--- config.mk ---
export PLATFORM = sky130hd
export DESIGN_NAME = dns_query_message_builder_core
export DESIGN_NICKNAME = d
export VERILOG_FILES = /design/src/hw/rtl/dqmb_pkg.sv /design/src/hw/rtl/dqmb_label_buf.sv /design/src/hw/rtl/dns_query_message_builder_core.sv
export SDC_FILE = /design/constraint.sdc
export NUM_CORES = 1
export LEC_CHECK = 0
export ABC_AREA = 0
export BUFFER_PORTS_ARGS = -buffer_cell sky130_fd_sc_hd__buf_2
export CAP_MARGIN = 20
export CORE_UTILIZATION = 55
export CTS_CLUSTER_SIZE = 16
export DETAILED_ROUTE_END_ITERATION = 7
export GPL_TIMING_DRIVEN = 0
export PLACE_DENSITY = 0.76
export SLEW_MARGIN = 10
export SYNTH_ARGS = -nofsm -noshare
export SYNTH_HDL_FRONTEND = slang
export SYNTH_HIERARCHICAL = 1
export SYNTH_SLANG_ARGS = --single-unit
--- constraint.sdc ---
create_clock -name i_clk -period 3.1 [get_ports i_clk]
set_clock_uncertainty 0.05 [all_clocks]
set_input_delay 0.93 -clock i_clk [delete_from_list [all_inputs] [get_ports i_clk]]
set_output_delay 0.93 -clock i_clk [all_outputs]
set_load 0.005 [all_outputs]
--- src/hw/rtl/dqmb_pkg.sv ---
`timescale 1ns / 1ps
// ----------------------------------------------------------------------------
// DNS query message builder package
// Request types, register indexes, sequencer step addresses and the
// control store of the byte sequencer.
// ----------------------------------------------------------------------------
package dqmb_pkg;

    // Input request: one host name character.
    typedef struct packed {
        logic [7:0] name_char;
        logic       last_char;
    } t_in_req;

    // Output request: one byte of the query message.
    typedef struct packed {
        logic [7:0] out_byte;
        logic       end_of_run;
        logic       end_of_message;
        logic       label_truncated;
    } t_out_req;

    // Configuration port.
    localparam int unsigned ADDR_W = 4;
    localparam int unsigned DATA_W = 32;

    typedef enum logic [1:0] {
        REG_QUERY_ID    = 2'd0,
        REG_QUERY_TYPE  = 2'd1,
        REG_QUERY_CLASS = 2'd2
    } t_reg_idx;

    localparam logic [15:0] QUERY_TYPE_RST  = 16'h0001;
    localparam logic [15:0] QUERY_CLASS_RST = 16'h0001;

    // Message constants.
    localparam logic [7:0] CHAR_DOT   = 8'h2E;
    localparam logic [7:0] BYTE_ZERO  = 8'h00;
    localparam logic [7:0] FLAGS_HI   = 8'h01;
    localparam logic [7:0] QDCOUNT_LO = 8'h01;

    // Sequencer step addresses.
    typedef logic [4:0] t_pc;
    localparam t_pc PC_IDLE     = 5'd0;
    localparam t_pc PC_ID_HI    = 5'd1;
    localparam t_pc PC_ID_LO    = 5'd2;
    localparam t_pc PC_FLAGS_HI = 5'd3;
    localparam t_pc PC_QD_LO    = 5'd6;
    localparam t_pc PC_HDR_END  = 5'd12;
    localparam t_pc PC_LEN      = 5'd13;
    localparam t_pc PC_CHR      = 5'd14;
    localparam t_pc PC_TERM     = 5'd15;
    localparam t_pc PC_QT_HI    = 5'd16;
    localparam t_pc PC_QT_LO    = 5'd17;
    localparam t_pc PC_QC_HI    = 5'd18;
    localparam t_pc PC_QC_LO    = 5'd19;

    // Byte source of a step.
    typedef enum logic [3:0] {
        SRC_CONST,
        SRC_ID_HI,
        SRC_ID_LO,
        SRC_LEN,
        SRC_CHAR,
        SRC_QT_HI,
        SRC_QT_LO,
        SRC_QC_HI,
        SRC_QC_LO
    } t_src;

    // Condition under which a step's byte closes the run of its character.
    typedef enum logic [2:0] {
        EOR_NONE,
        EOR_ALWAYS,
        EOR_HDR_END,
        EOR_LEN_END,
        EOR_CHR_END
    } t_eor;

    // Next-step selection.
    typedef enum logic [2:0] {
        NXT_SEQ,
        NXT_DISPATCH,
        NXT_LEN,
        NXT_CHR,
        NXT_IDLE
    } t_nxt;

    typedef struct packed {
        t_src       src;
        logic [7:0] konst;
        logic       eom;
        logic       trunc;
        t_eor       eor;
        t_nxt       nxt;
    } t_ctrl;

    // Control store: one word per sequencer step.
    function automatic t_ctrl rom_word(t_pc pc);
        t_ctrl w;
        w = '{src: SRC_CONST, konst: BYTE_ZERO, eom: 1'b0, trunc: 1'b0,
              eor: EOR_NONE, nxt: NXT_SEQ};
        case (pc)
            PC_IDLE:     w.nxt = NXT_IDLE;
            PC_ID_HI:    w.src = SRC_ID_HI;
            PC_ID_LO:    w.src = SRC_ID_LO;
            PC_FLAGS_HI: w.konst = FLAGS_HI;
            PC_QD_LO:    w.konst = QDCOUNT_LO;
            PC_HDR_END: begin
                w.eor = EOR_HDR_END;
                w.nxt = NXT_DISPATCH;
            end
            PC_LEN: begin
                w.src   = SRC_LEN;
                w.trunc = 1'b1;
                w.eor   = EOR_LEN_END;
                w.nxt   = NXT_LEN;
            end
            PC_CHR: begin
                w.src   = SRC_CHAR;
                w.trunc = 1'b1;
                w.eor   = EOR_CHR_END;
                w.nxt   = NXT_CHR;
            end
            PC_TERM:     w.konst = BYTE_ZERO;
            PC_QT_HI:    w.src = SRC_QT_HI;
            PC_QT_LO:    w.src = SRC_QT_LO;
            PC_QC_HI:    w.src = SRC_QC_HI;
            PC_QC_LO: begin
                w.src = SRC_QC_LO;
                w.eom = 1'b1;
                w.eor = EOR_ALWAYS;
                w.nxt = NXT_IDLE;
            end
            // Remaining header steps emit zero bytes.
            default: w.konst = BYTE_ZERO;
        endcase
        return w;
    endfunction

endpackage

--- src/hw/rtl/dqmb_label_buf.sv ---
`timescale 1ns / 1ps
// ----------------------------------------------------------------------------
// Label buffer
// Single-port-write, registered-read memory that holds the characters of
// the label being collected.
// ----------------------------------------------------------------------------
module dqmb_label_buf #(
    parameter int unsigned DEPTH = 32,
    parameter int unsigned AW    = 5
) (
    input  logic          i_clk,
    input  logic          i_wr_en,
    input  logic [AW-1:0] i_wr_addr,
    input  logic [7:0]    i_wr_data,
    input  logic          i_rd_en,
    input  logic [AW-1:0] i_rd_addr,
    output logic [7:0]    o_rd_data
);

    logic [7:0] r_mem [DEPTH];
    logic [7:0] r_rd_data;

    // Write port.
    always_ff @(posedge i_clk) begin
        if (i_wr_en) begin
            r_mem[i_wr_addr] <= i_wr_data;
        end
    end

    // Registered read port.
    always_ff @(posedge i_clk) begin
        if (i_rd_en) begin
            r_rd_data <= r_mem[i_rd_addr];
        end
    end

    assign o_rd_data = r_rd_data;

endmodule

--- src/hw/rtl/dns_query_message_builder_core.sv ---
`timescale 1ns / 1ps
// ----------------------------------------------------------------------------
// DNS query message builder core
// Turns a host name, one character per request, into the bytes of a DNS
// query: header, encoded name, QTYPE and QCLASS.
// ----------------------------------------------------------------------------
// A character request is accepted while the sequencer is idle; a non-dot
// character is written to the label buffer while the label has room. The
// block then walks a small control store, one step per emitted byte, and
// takes no new character until the walk is done: the first character of a
// name costs 12 header bytes, a dot costs 1 + L bytes for a label of L
// characters, and the last character adds the pending label plus 5 bytes of
// terminator, QTYPE and QCLASS. A character that causes no byte leaves the
// input ready. The output register sends one byte per cycle while the output
// is ready; a stalled output holds the sequencer. Labels longer than
// MAX_LABEL are cut and the cut label's bytes are flagged.
// ----------------------------------------------------------------------------
module dns_query_message_builder_core
    import dqmb_pkg::*;
#(
    parameter int unsigned MAX_LABEL = 32
) (
    input  logic              i_clk,
    input  logic              i_rst_n,
    // Character input
    input  logic              i_in_valid,
    output logic              o_in_ready,
    input  t_in_req           i_in_req,
    // Message byte output
    output logic              o_out_valid,
    input  logic              i_out_ready,
    output t_out_req          o_out_req,
    // Configuration
    input  logic              psel,
    input  logic              penable,
    input  logic              pwrite,
    input  logic [ADDR_W-1:0] paddr,
    input  logic [DATA_W-1:0] pwdata,
    output logic [DATA_W-1:0] prdata,
    output logic              pready
);

    localparam int unsigned AW = (MAX_LABEL > 1) ? $clog2(MAX_LABEL) : 1;
    localparam int unsigned LW = $clog2(MAX_LABEL + 1);

    // Configuration registers.
    logic [15:0] r_query_id;
    logic [15:0] r_query_type;
    logic [15:0] r_query_class;

    // Label and message state.
    logic [LW-1:0] r_len,  n_len;
    logic          r_ovf,  n_ovf;
    logic          r_hdr,  n_hdr;
    logic          r_last;
    logic          r_flush;
    logic [AW-1:0] r_idx,  n_idx;
    t_pc           r_pc,   n_pc;

    // Output register.
    logic          r_out_valid;
    t_out_req      r_out_req;

    logic          cfg_wr;
    logic          accept_in;
    logic          in_dot;
    logic          in_store;
    logic [LW-1:0] in_len;
    logic          in_flush;
    logic          run;
    t_ctrl         ctrl;
    logic          len_zero;
    logic          chr_end;
    t_pc           post_flush;
    logic          flush_done;
    logic [7:0]    step_byte;
    logic          step_eor;
    logic [AW-1:0] rd_addr;
    logic [7:0]    rd_data;

    // Configuration port.
    assign pready = 1'b1;
    assign cfg_wr = psel && penable && pwrite && pready;

    always_ff @(posedge i_clk) begin
        if (!i_rst_n) begin
            r_query_id    <= '0;
            r_query_type  <= QUERY_TYPE_RST;
            r_query_class <= QUERY_CLASS_RST;
        end else if (cfg_wr) begin
            case (t_reg_idx'(paddr[3:2]))
                REG_QUERY_ID:    r_query_id    <= pwdata[15:0];
                REG_QUERY_TYPE:  r_query_type  <= pwdata[15:0];
                REG_QUERY_CLASS: r_query_class <= pwdata[15:0];
                default: ;
            endcase
        end
    end

    always_comb begin
        case (t_reg_idx'(paddr[3:2]))
            REG_QUERY_ID:    prdata = {16'h0000, r_query_id};
            REG_QUERY_TYPE:  prdata = {16'h0000, r_query_type};
            REG_QUERY_CLASS: prdata = {16'h0000, r_query_class};
            default:         prdata = '0;
        endcase
    end

    // Character intake: store or count the overflow, and decide the flush.
    assign o_in_ready = (r_pc == PC_IDLE);
    assign accept_in  = i_in_valid && o_in_ready;
    assign in_dot     = (i_in_req.name_char == CHAR_DOT);
    assign in_store   = !in_dot && (r_len < LW'(MAX_LABEL));
    assign in_len     = r_len + LW'(in_store);
    assign in_flush   = (!i_in_req.last_char && in_dot) ||
                        (i_in_req.last_char && (in_len != '0));

    // Sequencer step decode.
    assign run        = (r_pc != PC_IDLE) && (!r_out_valid || i_out_ready);
    assign ctrl       = rom_word(r_pc);
    assign len_zero   = (r_len == '0);
    assign chr_end    = ((LW'(r_idx) + LW'(1)) == r_len);
    assign post_flush = r_last ? PC_TERM : PC_IDLE;
    assign flush_done = run && (((ctrl.nxt == NXT_LEN) && len_zero) ||
                                ((ctrl.nxt == NXT_CHR) && chr_end));

    // Byte selection for the current step.
    always_comb begin
        case (ctrl.src)
            SRC_ID_HI: step_byte = r_query_id[15:8];
            SRC_ID_LO: step_byte = r_query_id[7:0];
            SRC_LEN:   step_byte = 8'(r_len);
            SRC_CHAR:  step_byte = rd_data;
            SRC_QT_HI: step_byte = r_query_type[15:8];
            SRC_QT_LO: step_byte = r_query_type[7:0];
            SRC_QC_HI: step_byte = r_query_class[15:8];
            SRC_QC_LO: step_byte = r_query_class[7:0];
            default:   step_byte = ctrl.konst;
        endcase
    end

    // The byte closes the run when nothing else follows for this character.
    always_comb begin
        case (ctrl.eor)
            EOR_ALWAYS:  step_eor = 1'b1;
            EOR_HDR_END: step_eor = !r_flush && !r_last;
            EOR_LEN_END: step_eor = len_zero && !r_last;
            EOR_CHR_END: step_eor = chr_end && !r_last;
            default:     step_eor = 1'b0;
        endcase
    end

    // Next step.
    always_comb begin
        n_pc = r_pc;
        if (accept_in) begin
            if (!r_hdr) begin
                n_pc = PC_ID_HI;
            end else if (in_flush) begin
                n_pc = PC_LEN;
            end else if (i_in_req.last_char) begin
                n_pc = PC_TERM;
            end else begin
                n_pc = PC_IDLE;
            end
        end else if (run) begin
            case (ctrl.nxt)
                NXT_SEQ:      n_pc = r_pc + t_pc'(1);
                NXT_DISPATCH: n_pc = r_flush ? PC_LEN : (r_last ? PC_TERM : PC_IDLE);
                NXT_LEN:      n_pc = len_zero ? post_flush : PC_CHR;
                NXT_CHR:      n_pc = chr_end ? post_flush : PC_CHR;
                default:      n_pc = PC_IDLE;
            endcase
        end
    end

    // Label state, message flag and character index.
    always_comb begin
        n_len = r_len;
        n_ovf = r_ovf;
        n_hdr = r_hdr;
        n_idx = r_idx;
        if (accept_in) begin
            n_len = in_len;
            n_ovf = r_ovf || (!in_dot && !in_store);
            n_hdr = 1'b1;
        end else begin
            if (flush_done) begin
                n_len = '0;
                n_ovf = 1'b0;
            end
            if (run && ctrl.eom) begin
                n_hdr = 1'b0;
            end
            if (run && (r_pc == PC_LEN)) begin
                n_idx = '0;
            end else if (run && (r_pc == PC_CHR)) begin
                n_idx = r_idx + AW'(1);
            end
        end
    end

    // Read address runs one character ahead of the emitted byte.
    always_comb begin
        if (r_pc == PC_LEN) begin
            rd_addr = '0;
        end else if (r_idx == AW'(MAX_LABEL - 1)) begin
            rd_addr = r_idx;
        end else begin
            rd_addr = r_idx + AW'(1);
        end
    end

    // Control registers.
    always_ff @(posedge i_clk) begin
        if (!i_rst_n) begin
            r_pc  <= PC_IDLE;
            r_len <= '0;
            r_ovf <= 1'b0;
            r_hdr <= 1'b0;
        end else begin
            r_pc  <= n_pc;
            r_len <= n_len;
            r_ovf <= n_ovf;
            r_hdr <= n_hdr;
        end
    end

    // Per-character flags and index.
    always_ff @(posedge i_clk) begin
        r_idx <= n_idx;
        if (accept_in) begin
            r_last  <= i_in_req.last_char;
            r_flush <= in_flush;
        end
    end

    // Output register.
    always_ff @(posedge i_clk) begin
        if (!i_rst_n) begin
            r_out_valid <= 1'b0;
        end else if (run) begin
            r_out_valid <= 1'b1;
        end else if (i_out_ready) begin
            r_out_valid <= 1'b0;
        end
    end

    always_ff @(posedge i_clk) begin
        if (run) begin
            r_out_req <= '{out_byte:        step_byte,
                           end_of_run:      step_eor,
                           end_of_message:  ctrl.eom,
                           label_truncated: ctrl.trunc && r_ovf};
        end
    end

    assign o_out_valid = r_out_valid;
    assign o_out_req   = r_out_req;

    // Label buffer.
    dqmb_label_buf #(
        .DEPTH (MAX_LABEL),
        .AW    (AW)
    ) u_label_buf (
        .i_clk     (i_clk),
        .i_wr_en   (accept_in && in_store),
        .i_wr_addr (r_len[AW-1:0]),
        .i_wr_data (i_in_req.name_char),
        .i_rd_en   (run),
        .i_rd_addr (rd_addr),
        .o_rd_data (rd_data)
    );

endmodule

==> key figures <==
Yosys
  – Register area share after synthesis: 65.18%
  – Synth Flop Type: edfxtp_1
  – Cell taking the most area after synthesis: edfxtp_1
  – Mapped Cells: 1013
  – Synth top cells by count: 282 x edfxtp_1, 147 x nand2_1, 80 x mux4_2
  – Yosys warning total: 6
  – EDFF count, synth: 282
  – Yosys reg bits: 344
  – Most common cell in the netlist: edfxtp_1
  – Async SR Flop Fraction: 0%
  – Yosys cell types: 62
  – Syn Std Cell Area: 14900 um^2
  – Area contributors post-synth: edfxtp_1 57%, mux4_2 12%, dfxtp_1 8.3%
  – Yosys top cell area share: 56.85%
  – Mean Syn Cell Area: 14.71 um^2

Layout
  – Layout area overhead: 18.93%
  – Fin nets: 1217
  – Antenna diodes: 0
  – Fraction of layout cells with a size suffix above 1: 28.03%

Detailed routing
  – Post-route antenna net violation count: 0
  – Post-Route WL: 36740 um
  – DR vias: 9397
  – DRC: 16
  – WL/cell: 24.24 um
  – Initial DRC count: 1207
  – DRT Pass-1 Iters: 8
  – Via-per-instance ratio: 6.199

STA
  – Max-slew violation count: 0
  – Slew margin rel.: 31.26%
  – Worst-Margin Slew: 1.023 ns
  – Final critical path time including I/O delays and setup: 3.374 ns
  – RSZ-0062 raised after global routing: true
  – Hold Fails Final Rpt: 0
  – Final setup fails: 8
  – Post-route setup slack: -0.2744 ns
  – Setup_tns: -1.749 ns
  – Max Clk Rate: 0.2963 GHz
  – Tcrit/Tclk final: 108.9%

Die
  – Initial Utilization: 56.68%
  – Die Span X: 166.6 um
  – Core Rows: 59
  – CORE AREA: 26280 um^2
  – Die height: 166.6 um
  – Die area: 27750 um^2
  – I/O Pins: 98

Power
  – Clock power share: 38.8%
  – Comb power frac: 12.1%
  – Worst IR Drop VDD: 0.5454 mV
  – Switch share: 25.44%
  – Share of power burned in registers: 49.1%
  – Leakage: 5.871 nW
  – Net Sw Power: 2.806 mW
  – Internal power: 8.222 mW
  – Total Power: 11.03 mW
  – Power Dens Cells: 622.5 nW/um^2

Clocking
  – # H-tree levels: 2
  – CTS max path bufs: 3
  – CTS Buf Count: 36
  – Clock root cell: clkbuf_16
  – Number of clock sinks: 344
  – CTS clk-pin slew, worst paths: 0.06 ns
  – CTS tree: built
  – Hold Buf Count CTS: 0
  – Clk Latency, worst-skew pair: 0.53 ns

GRT
  – GRT Util Overall: 25.61%
  – Largest net degree at the start of global routing: 34
  – Initial antenna violation count: 1
  – Most Crowded Layer GR: met2
  – First-pass GRT wire length: 53370 um
  – Vias in the first global route: 9192
  – Met3 Usage GRT: 4.064%
  – Aggregate global routing overflow: 0
  – Grt met1 use: 33.30%
  – Routing usage on met2: 43.51%

Worst setup path
  – Critical path capture point type: flop
  – Worst Path Arrival: 3.59 ns
  – CP Class: flop to flop
  – WP data required: 3.32 ns
  – Worst Setup Start Kind: flop
  – CP Max Fanout: 6

Hold path
  – Worst min path class: flop to flop

Place
  – Post-DP HPWL: 22790 um
  – Port bufs: 62
  – Routability cong.: 0.9264

Flow run
  – Max-cap check violation count: 0

Outcome
  – Failing checks: design-rule violations, negative setup slack
  – Status: complete, but fails checks
flip-flops by register name (all words and copies together) (netlist names):
signal                 count
r_idx                      5
u_label_buf/o_rd_data      8
r_query_id                16
r_ovf                      1
r_query_class             16
o_out_valid                1
r_hdr                      1
r_len                      6
r_last                     1
r_pc                       5
o_out_req                 11
r_query_type              16
u_label_buf/r_mem        256
r_flush                    1
critical path, stage by stage (launching register included):
cell and delay, ns:
edfxtp_1 0.44, ha_4 0.19, nand3_2 0.08, inv_2 0.05, ha_4 0.17, xor2_1 0.15
nor2_2 0.11, buf_6 0.16, buf_4 0.16, buf_12 0.13, buf_12 0.10, mux4_2 0.51
mux4_2 0.51, mux2_4 0.30
repair_timing:
| action | CTS | global route |
|---|---|---|
| setup endpoints to repair | 283 | 256 |
| cloned | 3 | 4 |
| gates resized for setup | 84 | 42 |
| pin swaps | 2 | 2 |
| setup buffers | 11 | 13 |
area by class of cell:
type,instances,area [um^2]
Tap cell,335,419.2
Inverter,10,41.29
Clock buffer,40,915.9
Multi-Input combinational cell,600,5139
Fill cell,1782,8563
Sequential cell,344,9711
Clock inverter,23,241.5
Timing Repair Buffer,92,713.2
Buffer,71,531.8
Timing Repair inverter,1,5.005
per-stage QoR:
step	instances	worst slack (ns)	area (um^2)	util [%]	hold WS (ns)
floorplan	1028	0.004074	15070	-	0.4052
global placement	1425	-1.232	15800	60.11	0.4154
detailed placement	1425	-1.313	15800	60.11	0.4232
CTS	1499	-0.2355	17380	66.12	0.4314
global route	1516	-0.3594	17720	67.42	0.4625
finish	1516	-0.2744	17720	67.42	0.4368
cell families (layout without fill, tap and decap cells):
| group | Yosys count | count (layout) | synth area share, % |
|---|---|---|---|
| AOI/OAI and AO/OA | 153 | 153 | 6.963 |
| buffers and inverters | 84 | 237 | 2.872 |
| xor gates and xnor gates | 13 | 13 | 0.8651 |
| DFF | 344 | 344 | 65.18 |
| muxes | 115 | 115 | 14.51 |
| adders and majority gates | 9 | 9 | 0.7559 |
| and+or+nand+nor | 293 | 293 | 8.802 |
| other | 2 | 17 | 0.05041 |
cell usage in the layout, fill, tap and decap left out, types with 10 or more instances in the layout:
cell       Yosys  final
mux2i_1       27     27
a21oi_1       23     22
buf_4         23     42
buf_2          3     58
nand2_1      147    146
clkinv_1       1     10
a21boi_0      48     48
dfxtp_1       62     61
nor2_1        71     37
edfxtp_1     282    282
o21ai_0       29     28
clkbuf_16      0     39
conb_1         2     17
nor2_2         0     10
clkbuf_1      37     30
nand3_1       14     12
nor2_4         0     24
buf_6          3     12
mux4_2        80     80
power by group through the flow:
stage / Sequential (mW) / Clock, mW / Combinational [mW]
5_1_grt: 5.44 / 4.48 / 1.43
4_1_cts: 5.41 / 4.30 / 1.23
2_1_floorplan: 5.48 / 0 / 0.729
6_report: 5.42 / 4.28 / 1.33
3_5_place_dp: 5.51 / 0 / 1.14
3_3_place_gp: 5.50 / 0 / 1.12
worst paths after layout:
path	from	endpoint	slack [ns]	depth (start not counted)
max reg2reg	r_idx[0]$_SDFFCE_PP0P_	u_label_buf/o_rd_data[4]$_DFFE_PP_	-0.27	13
max	r_idx[0]$_SDFFCE_PP0P_	u_label_buf/o_rd_data[4]$_DFFE_PP_	-0.27	13
min reg2reg	r_query_id[10]$_SDFFE_PN0P_	r_query_id[10]$_SDFFE_PN0P_	0.44	2
min	r_query_id[10]$_SDFFE_PN0P_	r_query_id[10]$_SDFFE_PN0P_	0.44	2
per-layer routing:
layer	vias to the layer above	part of all wire [%]
met5	-	0
met4	0	3.4
met3	77	8.2
met2	522	51
met1	4652	38
li1	4146	-
No activity file was read; power rests on OpenSTA's default activity.
